<file path="config.mk">
export PLATFORM = sky130hd
export DESIGN_NAME = sorted_time_key_list_unit
export DESIGN_NICKNAME = d
export VERILOG_FILES = /design/src/hw/rtl/stkl_pkg.sv /design/src/hw/rtl/sorted_time_key_list_unit.sv /design/src/hw/rtl/stkl_cell.sv
export VERILOG_INCLUDE_DIRS = /design/src /design/src/hw/rtl
export SDC_FILE = /design/constraint.sdc
export NUM_CORES = 1
export LEC_CHECK = 0
export BUFFER_PORTS_ARGS = -buffer_cell sky130_fd_sc_hd__buf_2
export CORE_AREA = 5 5 143 200
export DETAILED_ROUTE_END_ITERATION = 12
export DIE_AREA = 0 0 148 205
export PLACE_DENSITY = 0.82
export SLEW_MARGIN = 20
export SYNTH_ARGS = -nofsm -noshare
export SYNTH_HDL_FRONTEND = slang
export SYNTH_SLANG_ARGS = --single-unit
</file>
<file path="constraint.sdc">
create_clock -name clk -period 4 [get_ports clk]
set_input_delay 0.2 -clock clk [delete_from_list [all_inputs] [get_ports clk]]
set_output_delay 0.2 -clock clk [all_outputs]
set_load 0.05 [all_outputs]
</file>
<file path="src/hw/rtl/sorted_time_key_list_unit_assert.svh">
// Assertion macros for the sorted time key list unit.
// Uses clk and arst_n of the including module; no other dependencies.
`ifndef SORTED_TIME_KEY_LIST_UNIT_ASSERT_SVH
`define SORTED_TIME_KEY_LIST_UNIT_ASSERT_SVH

// same-cycle implication
`define STKL_ASSERT_NOW(lbl, ante, cons, msg) \
	lbl: assert property (@(posedge clk) disable iff (!arst_n) (ante) |-> (cons)) \
		else $error(msg);

// next-cycle implication
`define STKL_ASSERT_NEXT(lbl, ante, cons, msg) \
	lbl: assert property (@(posedge clk) disable iff (!arst_n) (ante) |=> (cons)) \
		else $error(msg);

`endif

</file>
<file path="src/hw/rtl/stkl_pkg.sv">
// Shared types, codes and helpers for the sorted time key list unit.
// No dependencies.
`timescale 1ns / 1ps
`default_nettype none

package stkl_pkg;

	localparam int CAPACITY_DEF = 16;

	localparam int HOUR_W = 5;
	localparam int MIN_W  = 6;
	localparam int KEY_W  = HOUR_W + MIN_W;

	localparam logic [HOUR_W-1:0] HOUR_MAX = HOUR_W'(23);
	localparam logic [MIN_W-1:0]  MIN_MAX  = MIN_W'(59);

	localparam logic [1:0] KIND_INSERT = 2'd0;
	localparam logic [1:0] KIND_LIST   = 2'd1;
	localparam logic [1:0] KIND_REMOVE = 2'd2;

	localparam logic [2:0] ST_INSERTED  = 3'd0;
	localparam logic [2:0] ST_REMOVED   = 3'd1;
	localparam logic [2:0] ST_NOT_FOUND = 3'd2;
	localparam logic [2:0] ST_FULL      = 3'd3;
	localparam logic [2:0] ST_EMPTY     = 3'd4;
	localparam logic [2:0] ST_ENTRY     = 3'd5;
	localparam logic [2:0] ST_BAD_TIME  = 3'd6;

	typedef struct packed {
		logic [HOUR_W-1:0] hour;
		logic [MIN_W-1:0]  minute;
	} key_t;

	typedef enum logic [1:0] {
		OP_HOLD   = 2'd0,
		OP_INSERT = 2'd1,
		OP_REMOVE = 2'd2,
		OP_ROTATE = 2'd3
	} op_t;

	// broadcast to every cell
	typedef struct packed {
		op_t  op;
		key_t nkey;
	} cell_ctrl_t;

	function automatic logic [KEY_W-1:0] key_val(input key_t k);
		key_val = {k.hour, k.minute};
	endfunction

endpackage

`default_nettype wire

</file>
<file path="src/hw/rtl/sorted_time_key_list_unit.sv">
// Sorted hour:minute key list built as a shifting chain of slot cells.
// Depends on stkl_pkg, stkl_cell and sorted_time_key_list_unit_assert.svh.
`timescale 1ns / 1ps
`default_nettype none

// Holds up to CAPACITY hour:minute keys in ascending order in a row of slot cells.
// Insert, remove, bad time and empty-list items each give one result beat: every cell
// compares its key with the new key in parallel and shifts left or right in one
// step. A list request is accepted first and then gives one beat per entry while
// the output is free, as the chain rotates one slot per beat with cell 0 feeding
// the output register. No new item is taken during a listing.
// Unused kind code 3 is accepted and produces no beat. No clearing pass after reset.
module sorted_time_key_list_unit
	import stkl_pkg::*;
#(
	parameter int CAPACITY = CAPACITY_DEF
) (
	input  wire logic              clk,
	input  wire logic              arst_n,
	input  wire logic              in_valid,
	output logic                   in_ready,
	input  wire logic [1:0]        kind,
	input  wire logic [HOUR_W-1:0] hour,
	input  wire logic [MIN_W-1:0]  minute,
	output logic                   out_valid,
	input  wire logic              out_ready,
	output logic [2:0]             status,
	output logic [HOUR_W-1:0]      out_hour,
	output logic [MIN_W-1:0]       out_minute,
	output logic                   last
);

	`include "sorted_time_key_list_unit_assert.svh"

	localparam int CNT_W = $clog2(CAPACITY + 1);
	localparam int IDX_W = $clog2(CAPACITY);
	localparam logic [CNT_W-1:0] CNT_FULL = CNT_W'(CAPACITY);

	typedef enum logic [1:0] {
		S_IDLE = 2'b01,
		S_LIST = 2'b10
	} state_t;

	state_t           state_q;
	logic [CNT_W-1:0] cnt_q;
	logic [IDX_W-1:0] idx_q;
	logic             out_valid_q;
	logic [2:0]       status_q;
	key_t             out_key_q;
	logic             last_q;

	cell_ctrl_t ctrl;
	key_t       cell_key [CAPACITY];
	logic       cell_s   [CAPACITY];
	logic [CAPACITY-1:0] cell_match;

	key_t in_key;
	logic good;
	logic full;
	logic found;
	logic out_free;
	logic in_fire;
	logic list_step;
	logic list_last;
	logic do_insert;
	logic do_remove;
	logic load;
	logic [2:0] load_status;
	key_t       load_key;
	logic       load_last;

	assign in_key   = '{hour: hour, minute: minute};
	assign good     = (hour <= HOUR_MAX) && (minute <= MIN_MAX);
	assign full     = cnt_q == CNT_FULL;
	assign found    = |cell_match;
	assign out_free = !out_valid_q || out_ready;
	assign in_ready = (state_q == S_IDLE) && out_free;
	assign in_fire  = in_valid && in_ready;
	assign list_step = (state_q == S_LIST) && out_free;
	assign list_last = (CNT_W'(idx_q) + CNT_W'(1)) == cnt_q;

	assign do_insert = in_fire && (kind == KIND_INSERT) && good && !full;
	assign do_remove = in_fire && (kind == KIND_REMOVE) && good && found;

	always_comb begin
		ctrl.nkey = in_key;
		if (do_insert)      ctrl.op = OP_INSERT;
		else if (do_remove) ctrl.op = OP_REMOVE;
		else if (list_step) ctrl.op = OP_ROTATE;
		else                ctrl.op = OP_HOLD;
	end

	for (genvar i = 0; i < CAPACITY; i++) begin : g_cell
		key_t left_key;
		logic left_s;
		key_t right_key;

		if (i == 0) begin : g_first
			assign left_key = in_key;
			assign left_s   = 1'b0;
		end else begin : g_mid
			assign left_key = cell_key[i-1];
			assign left_s   = cell_s[i-1];
		end
		if (i == CAPACITY - 1) begin : g_end
			assign right_key = cell_key[i];
		end else begin : g_inner
			assign right_key = cell_key[i+1];
		end

		stkl_cell #(
			.IDX   (i),
			.CNT_W (CNT_W)
		) u_cell (
			.clk       (clk),
			.cnt       (cnt_q),
			.ctrl      (ctrl),
			.left_key  (left_key),
			.left_s    (left_s),
			.right_key (right_key),
			.head_key  (cell_key[0]),
			.key       (cell_key[i]),
			.s         (cell_s[i]),
			.match     (cell_match[i])
		);
	end

	// result beat selection
	always_comb begin
		load        = 1'b0;
		load_status = ST_ENTRY;
		load_key    = in_key;
		load_last   = 1'b1;
		if (list_step) begin
			load      = 1'b1;
			load_key  = cell_key[0];
			load_last = list_last;
		end else if (in_fire) begin
			case (kind)
				KIND_INSERT: begin
					load        = 1'b1;
					load_status = full ? ST_FULL : ST_INSERTED;
				end
				KIND_REMOVE: begin
					load        = 1'b1;
					load_status = found ? ST_REMOVED : ST_NOT_FOUND;
				end
				KIND_LIST: begin
					load        = cnt_q == '0;
					load_status = ST_EMPTY;
					load_key    = '0;
				end
				default: load = 1'b0;
			endcase
			if (!good && (kind == KIND_INSERT || kind == KIND_REMOVE)) begin
				load_status = ST_BAD_TIME;
				load_key    = '0;
			end
		end
	end

	always_ff @(posedge clk or negedge arst_n) begin
		if (!arst_n) begin
			state_q     <= S_IDLE;
			cnt_q       <= '0;
			idx_q       <= '0;
			out_valid_q <= 1'b0;
		end else begin
			if (load)           out_valid_q <= 1'b1;
			else if (out_ready) out_valid_q <= 1'b0;

			if (do_insert)      cnt_q <= cnt_q + CNT_W'(1);
			else if (do_remove) cnt_q <= cnt_q - CNT_W'(1);

			case (state_q)
				S_IDLE: begin
					if (in_fire && kind == KIND_LIST && cnt_q != '0) begin
						state_q <= S_LIST;
						idx_q   <= '0;
					end
				end
				S_LIST: begin
					if (list_step) begin
						idx_q <= idx_q + IDX_W'(1);
						if (list_last) state_q <= S_IDLE;
					end
				end
				default: state_q <= S_IDLE;
			endcase
		end
	end

	always_ff @(posedge clk) begin
		if (load) begin
			status_q  <= load_status;
			out_key_q <= load_key;
			last_q    <= load_last;
		end
	end

	assign out_valid  = out_valid_q;
	assign status     = status_q;
	assign out_hour   = out_key_q.hour;
	assign out_minute = out_key_q.minute;
	assign last       = last_q;

	`STKL_ASSERT_NOW(a_cnt_bound, 1'b1, cnt_q <= CNT_FULL, "entry count above capacity")
	`STKL_ASSERT_NOW(a_list_blocks, state_q == S_LIST, !in_ready, "input taken during listing")
	`STKL_ASSERT_NEXT(a_insert_grows, do_insert, cnt_q == $past(cnt_q) + CNT_W'(1), "insert lost")
	`STKL_ASSERT_NEXT(a_list_ends, list_step && list_last, state_q == S_IDLE, "listing overran")

endmodule

`default_nettype wire

</file>
<file path="src/hw/rtl/stkl_cell.sv">
// One slot of the sorted key chain: holds a key and moves it to or from its neighbors.
// Depends on stkl_pkg.
`timescale 1ns / 1ps
`default_nettype none

module stkl_cell
	import stkl_pkg::*;
#(
	parameter int IDX   = 0,
	parameter int CNT_W = 5
) (
	input  wire logic             clk,
	input  wire logic [CNT_W-1:0] cnt,
	input  wire cell_ctrl_t       ctrl,
	input  wire key_t             left_key,
	input  wire logic             left_s,
	input  wire key_t             right_key,
	input  wire key_t             head_key,
	output key_t                  key,
	output logic                  s,
	output logic                  match
);

	localparam logic [CNT_W-1:0] POS      = CNT_W'(IDX);
	localparam logic [CNT_W-1:0] POS_NEXT = CNT_W'(IDX + 1);

	key_t key_q;
	key_t key_d;
	logic occ;
	logic is_end;
	logic is_tail;
	logic gt;
	logic ge;

	assign occ     = POS < cnt;
	assign is_end  = POS == cnt;
	assign is_tail = POS_NEXT == cnt;
	assign gt      = occ && (key_val(key_q) > key_val(ctrl.nkey));
	assign ge      = occ && (key_val(key_q) >= key_val(ctrl.nkey));
	// s: this slot moves right (or is the first free slot) on an insert
	assign s       = gt || is_end;
	assign match   = occ && (key_val(key_q) == key_val(ctrl.nkey));

	always_comb begin
		key_d = key_q;
		case (ctrl.op)
			OP_INSERT: begin
				if (s) key_d = left_s ? left_key : ctrl.nkey;
			end
			OP_REMOVE: begin
				// list is sorted, so the first match is the first slot with key >= new
				if (ge) key_d = right_key;
			end
			OP_ROTATE: begin
				if (occ) key_d = is_tail ? head_key : right_key;
			end
			default: key_d = key_q;
		endcase
	end

	always_ff @(posedge clk) begin
		key_q <= key_d;
	end

	assign key = key_q;

endmodule

`default_nettype wire

</file>
==> flow_metrics.py <==
metrics = {
    "critical_path": {
        "cp-start-kind": "flip-flop",
        "endpoint_kind": "flip-flop",
        "path_cells": "buf_4 -> ha_1 -> nand4_1 -> nor3_1 -> a21oi_1 -> and4_1 -> a21oi_4 -> buf_12 -> buf_4 -> a211oi_2 -> buf_4",
        "cp_max_fo": 34,
        "max_stage_delay_ns": 0.59,
        "crit_family": "buffers and inverters",
        "required_ns": 4.28,
        "crit_buf_inv": 4,
        "worst-setup-path-type": "flip-flop to flip-flop",
        "critPathSlowestCell": "nor3_1",
        "path_common_cell": "buf_4",
        "worstPathArrival_ns": 3.78,
    },
    "sta": {
        "skew_ns": 0.02776,
        "setup_violations": 0,
        "min_period_ns": 3.502,
        "hold_viol": 0,
        "rsz0062_at_grt": "false",
        "fin_crit_sh": 0.8756,
        "drv_slew": 0,
        "tightestPinTransition_ns": 1.092,
        "relSlewSlack": 0.2705,
        "tns_ns": 0,
        "fmax_mhz": 285.5,
    },
    "final_layout": {
        "final_cell_mix": "nand2_1 (230), edfxtp_1 (191), ha_1 (182)",
        "final_area_um2": 18500,
        "finalNetCount": 2000,
        "syn2layout_area_growth_pct": 8.448,
        "drive_gt1_frac": 0.1417,
        "final_common_cell": "nand2_1",
    },
    "floorplan": {
        "die-area_um2": 30340,
        "fp.dieW_um": 148,
        "io_pins": 34,
        "die_h_um": 205,
        "rows": 71,
        "start_util": 0.6424,
        "core_um2": 26560,
    },
    "clocking": {
        "root_buffer": "clkbuf_16",
        "clockBufferDepth": 3,
        "cts_setup_buffers": 0,
        "insertion_delay_ns": 0.54,
        "numCtsBuffers": 21,
        "clock_sinks": 203,
        "cts_max_level": 1,
        "cts.clk_slew.worst_paths_ns": 0.07,
        "cts_tree": "yes",
    },
    "power_and_ir_drop": {
        "leakagePower_nw": 7.278,
        "peakVddDrop_mv": 0.2730,
        "cellPowerDensity_nw_per_um2": 392.9,
    },
    "global_routing": {
        "grt_pass1_wl_um": 86060,
        "grt_usage": 0.3636,
        "grt-ovfl-total": 0,
        "grt_antenna_before_repair": 0,
        "grt_max_degree": 77,
        "grt_pass1_vias": 15270,
    },
    "hold_path": {
        "hold_class": "primary input to asynchronous set/reset pin",
    },
    "logic_synthesis": {
        "synth_warnings": 0,
        "async_flop_share": 0.05911,
        "ys_ff_latch": 203,
        "synth_fa_ha_area_frac": 0.1335,
        "synth-compound-area-share": 0.2204,
        "synth_top_family_by_area": "compound AO/OA/AOI/OAI gates",
        "synth_flop_cell": "edfxtp_1",
        "synth_xor_area_frac": 0.004106,
        "synth_edf_count": 191,
        "synth_fp_nets": 1973,
        "synthMuxAreaShare": 0.09753,
        "syn-cell-area_um2": 17060,
        "avgSynthCellArea_um2": 9.618,
        "synthSimpleGateAreaFrac": 0.1288,
        "syn-instance-count": 1774,
        "yosys.cell_types.count": 80,
        "yosysSeqAreaShare": 0.3538,
    },
    "placed_design": {
        "globalplace.congestion": 1.004,
        "placed_area_um2": 17870,
        "io_buffers": 33,
        "dp_hpwl_um": 40480,
    },
    "detailed_routing": {
        "wire_per_inst_um": 26.14,
        "vias_per_cell": 7.105,
        "vias": 15230,
        "remaining_drc_errors": 0,
        "firstDrtPassIters": 6,
        "drtAntennaViolNets": 0,
        "wl_um": 56010,
        "initialDrtViolationCount": 1827,
    },
    "job": {
        "drv_cap": 0,
    },
    "status": {
        "status": "complete, no violations",
    },
}
worst paths after layout:
| kind | to | startpoint | slack, ns | depth (start not counted) |
|---|---|---|---|---|
| max | g_cell[0].u_cell.key[4] | g_cell[0].u_cell.key[6] | 0.50 | 11 |
| min | state_q[1] | arst_n | 0.08 | 2 |
| max reg2reg | g_cell[0].u_cell.key[4] | g_cell[0].u_cell.key[6] | 0.50 | 11 |
| min reg2reg | idx_q[2] | idx_q[2] | 0.54 | 1 |
| max in group asynchronous | state_q[0] | arst_n | 3.64 | 2 |
| min in group clk | out_valid | out_ready | 0.09 | 3 |
synthesized netlist by cell type (5+ instances only):
| cell type | instances | area, µm² |
|---|---|---|
| nand2_1 | 230 | 863.3 |
| edfxtp_1 | 191 | 5736 |
| ha_1 | 182 | 2277 |
| o21ai_0 | 172 | 860.8 |
| mux2i_1 | 164 | 1642 |
| inv_1 | 106 | 397.9 |
| clkbuf_1 | 81 | 304.0 |
| a21oi_1 | 61 | 305.3 |
| o211ai_2 | 57 | 713.2 |
| o221ai_1 | 57 | 499.2 |
| nor2_1 | 46 | 172.7 |
| a21o_1 | 32 | 240.2 |
| nand3_1 | 30 | 150.1 |
| o211ai_1 | 30 | 225.2 |
| nand4_1 | 29 | 181.4 |
| nor2b_1 | 29 | 181.4 |
| buf_2 | 25 | 125.1 |
| o21a_1 | 18 | 135.1 |
| a211oi_1 | 16 | 120.1 |
| nor3_1 | 16 | 80.08 |
| buf_6 | 14 | 157.7 |
| nor4_1 | 14 | 87.58 |
| or3_1 | 12 | 75.07 |
| dfrtp_1 | 11 | 275.3 |
| nand2b_1 | 11 | 68.82 |
| o21ai_1 | 11 | 55.05 |
| and2_1 | 10 | 62.56 |
| o22ai_1 | 7 | 43.79 |
| a22oi_1 | 6 | 45.04 |
| buf_1 | 6 | 22.52 |
| buf_4 | 6 | 45.04 |
| a2111oi_0 | 5 | 43.79 |
| a221oi_1 | 5 | 43.79 |
| a31oi_1 | 5 | 31.28 |
| and3_1 | 5 | 31.28 |
| o31ai_1 | 5 | 37.54 |
| xnor2_1 | 5 | 43.79 |
metal layers:
metal  up-vias  share of wire  global-route usage
met3       274           0.11             0.06727
met2      1047           0.46              0.5893
met5         -              0                   0
met4         0          0.071              0.2199
li1       6755              -                   -
met1      7150           0.36              0.4510
per-stage QoR:
step / setup WS, ns / cells / total power, mW / utilization / hold WS (ns)
2_1_floorplan: 0.05339 / 1774 / 4.634 / - / -0.09559
3_3_place_gp: 0.3751 / 2105 / 5.240 / 0.6728 / 0.09857
3_5_place_dp: 0.3630 / 2105 / 5.316 / 0.6728 / 0.1016
4_1_cts: 0.6007 / 2142 / 7.202 / 0.6965 / 0.07668
5_1_grt: 0.3576 / 2142 / 7.531 / 0.6965 / 0.1205
6_report: 0.4975 / 2143 / 7.270 / 0.6966 / 0.08151
sequential cells by signal (all words and copies together) (netlist names):
signal             count
status                 3
g_cell.u_cell.key    176
cnt_q                  5
state_q                2
out_valid              1
last                   1
out_hour               5
out_minute             6
idx_q                  4
where the power goes:
part	switching [mW]	internal, mW
registers	0.134	2.54
clock network	0.875	1.03
logic	1.54	1.14
cell type report:
class / count / area (µm²)
Multi-Input combinational cell: 1332 / 10010
Sequential cell: 203 / 6037
Antenna cell: 1 / 2.502
Timing Repair Buffer: 137 / 1023
Clock inverter: 8 / 68.82
Tap cell: 328 / 410.4
Fill cell: 1951 / 8058
Inverter: 106 / 397.9
Clock buffer: 28 / 551.8
kinds of logic (layout without fill, tap and decap cells):
| logic type | count (synthesis) | after routing |
|---|---|---|
| and+or+nand+nor | 456 | 456 |
| adders and majority gates | 182 | 182 |
| DFF | 203 | 203 |
| xor gates and xnor gates | 8 | 8 |
| buffers and inverters | 239 | 279 |
| other | 0 | 1 |
| AOI/OAI and AO/OA | 520 | 520 |
| muxes | 166 | 166 |
what timing repair did:
item | in CTS | in global routing
resized for setup | 0 | 0
endpoints found under the hold margin | 12 | 0
hold buffers | 1 | 0
Note: power is estimated with default switching activity, not from simulation.
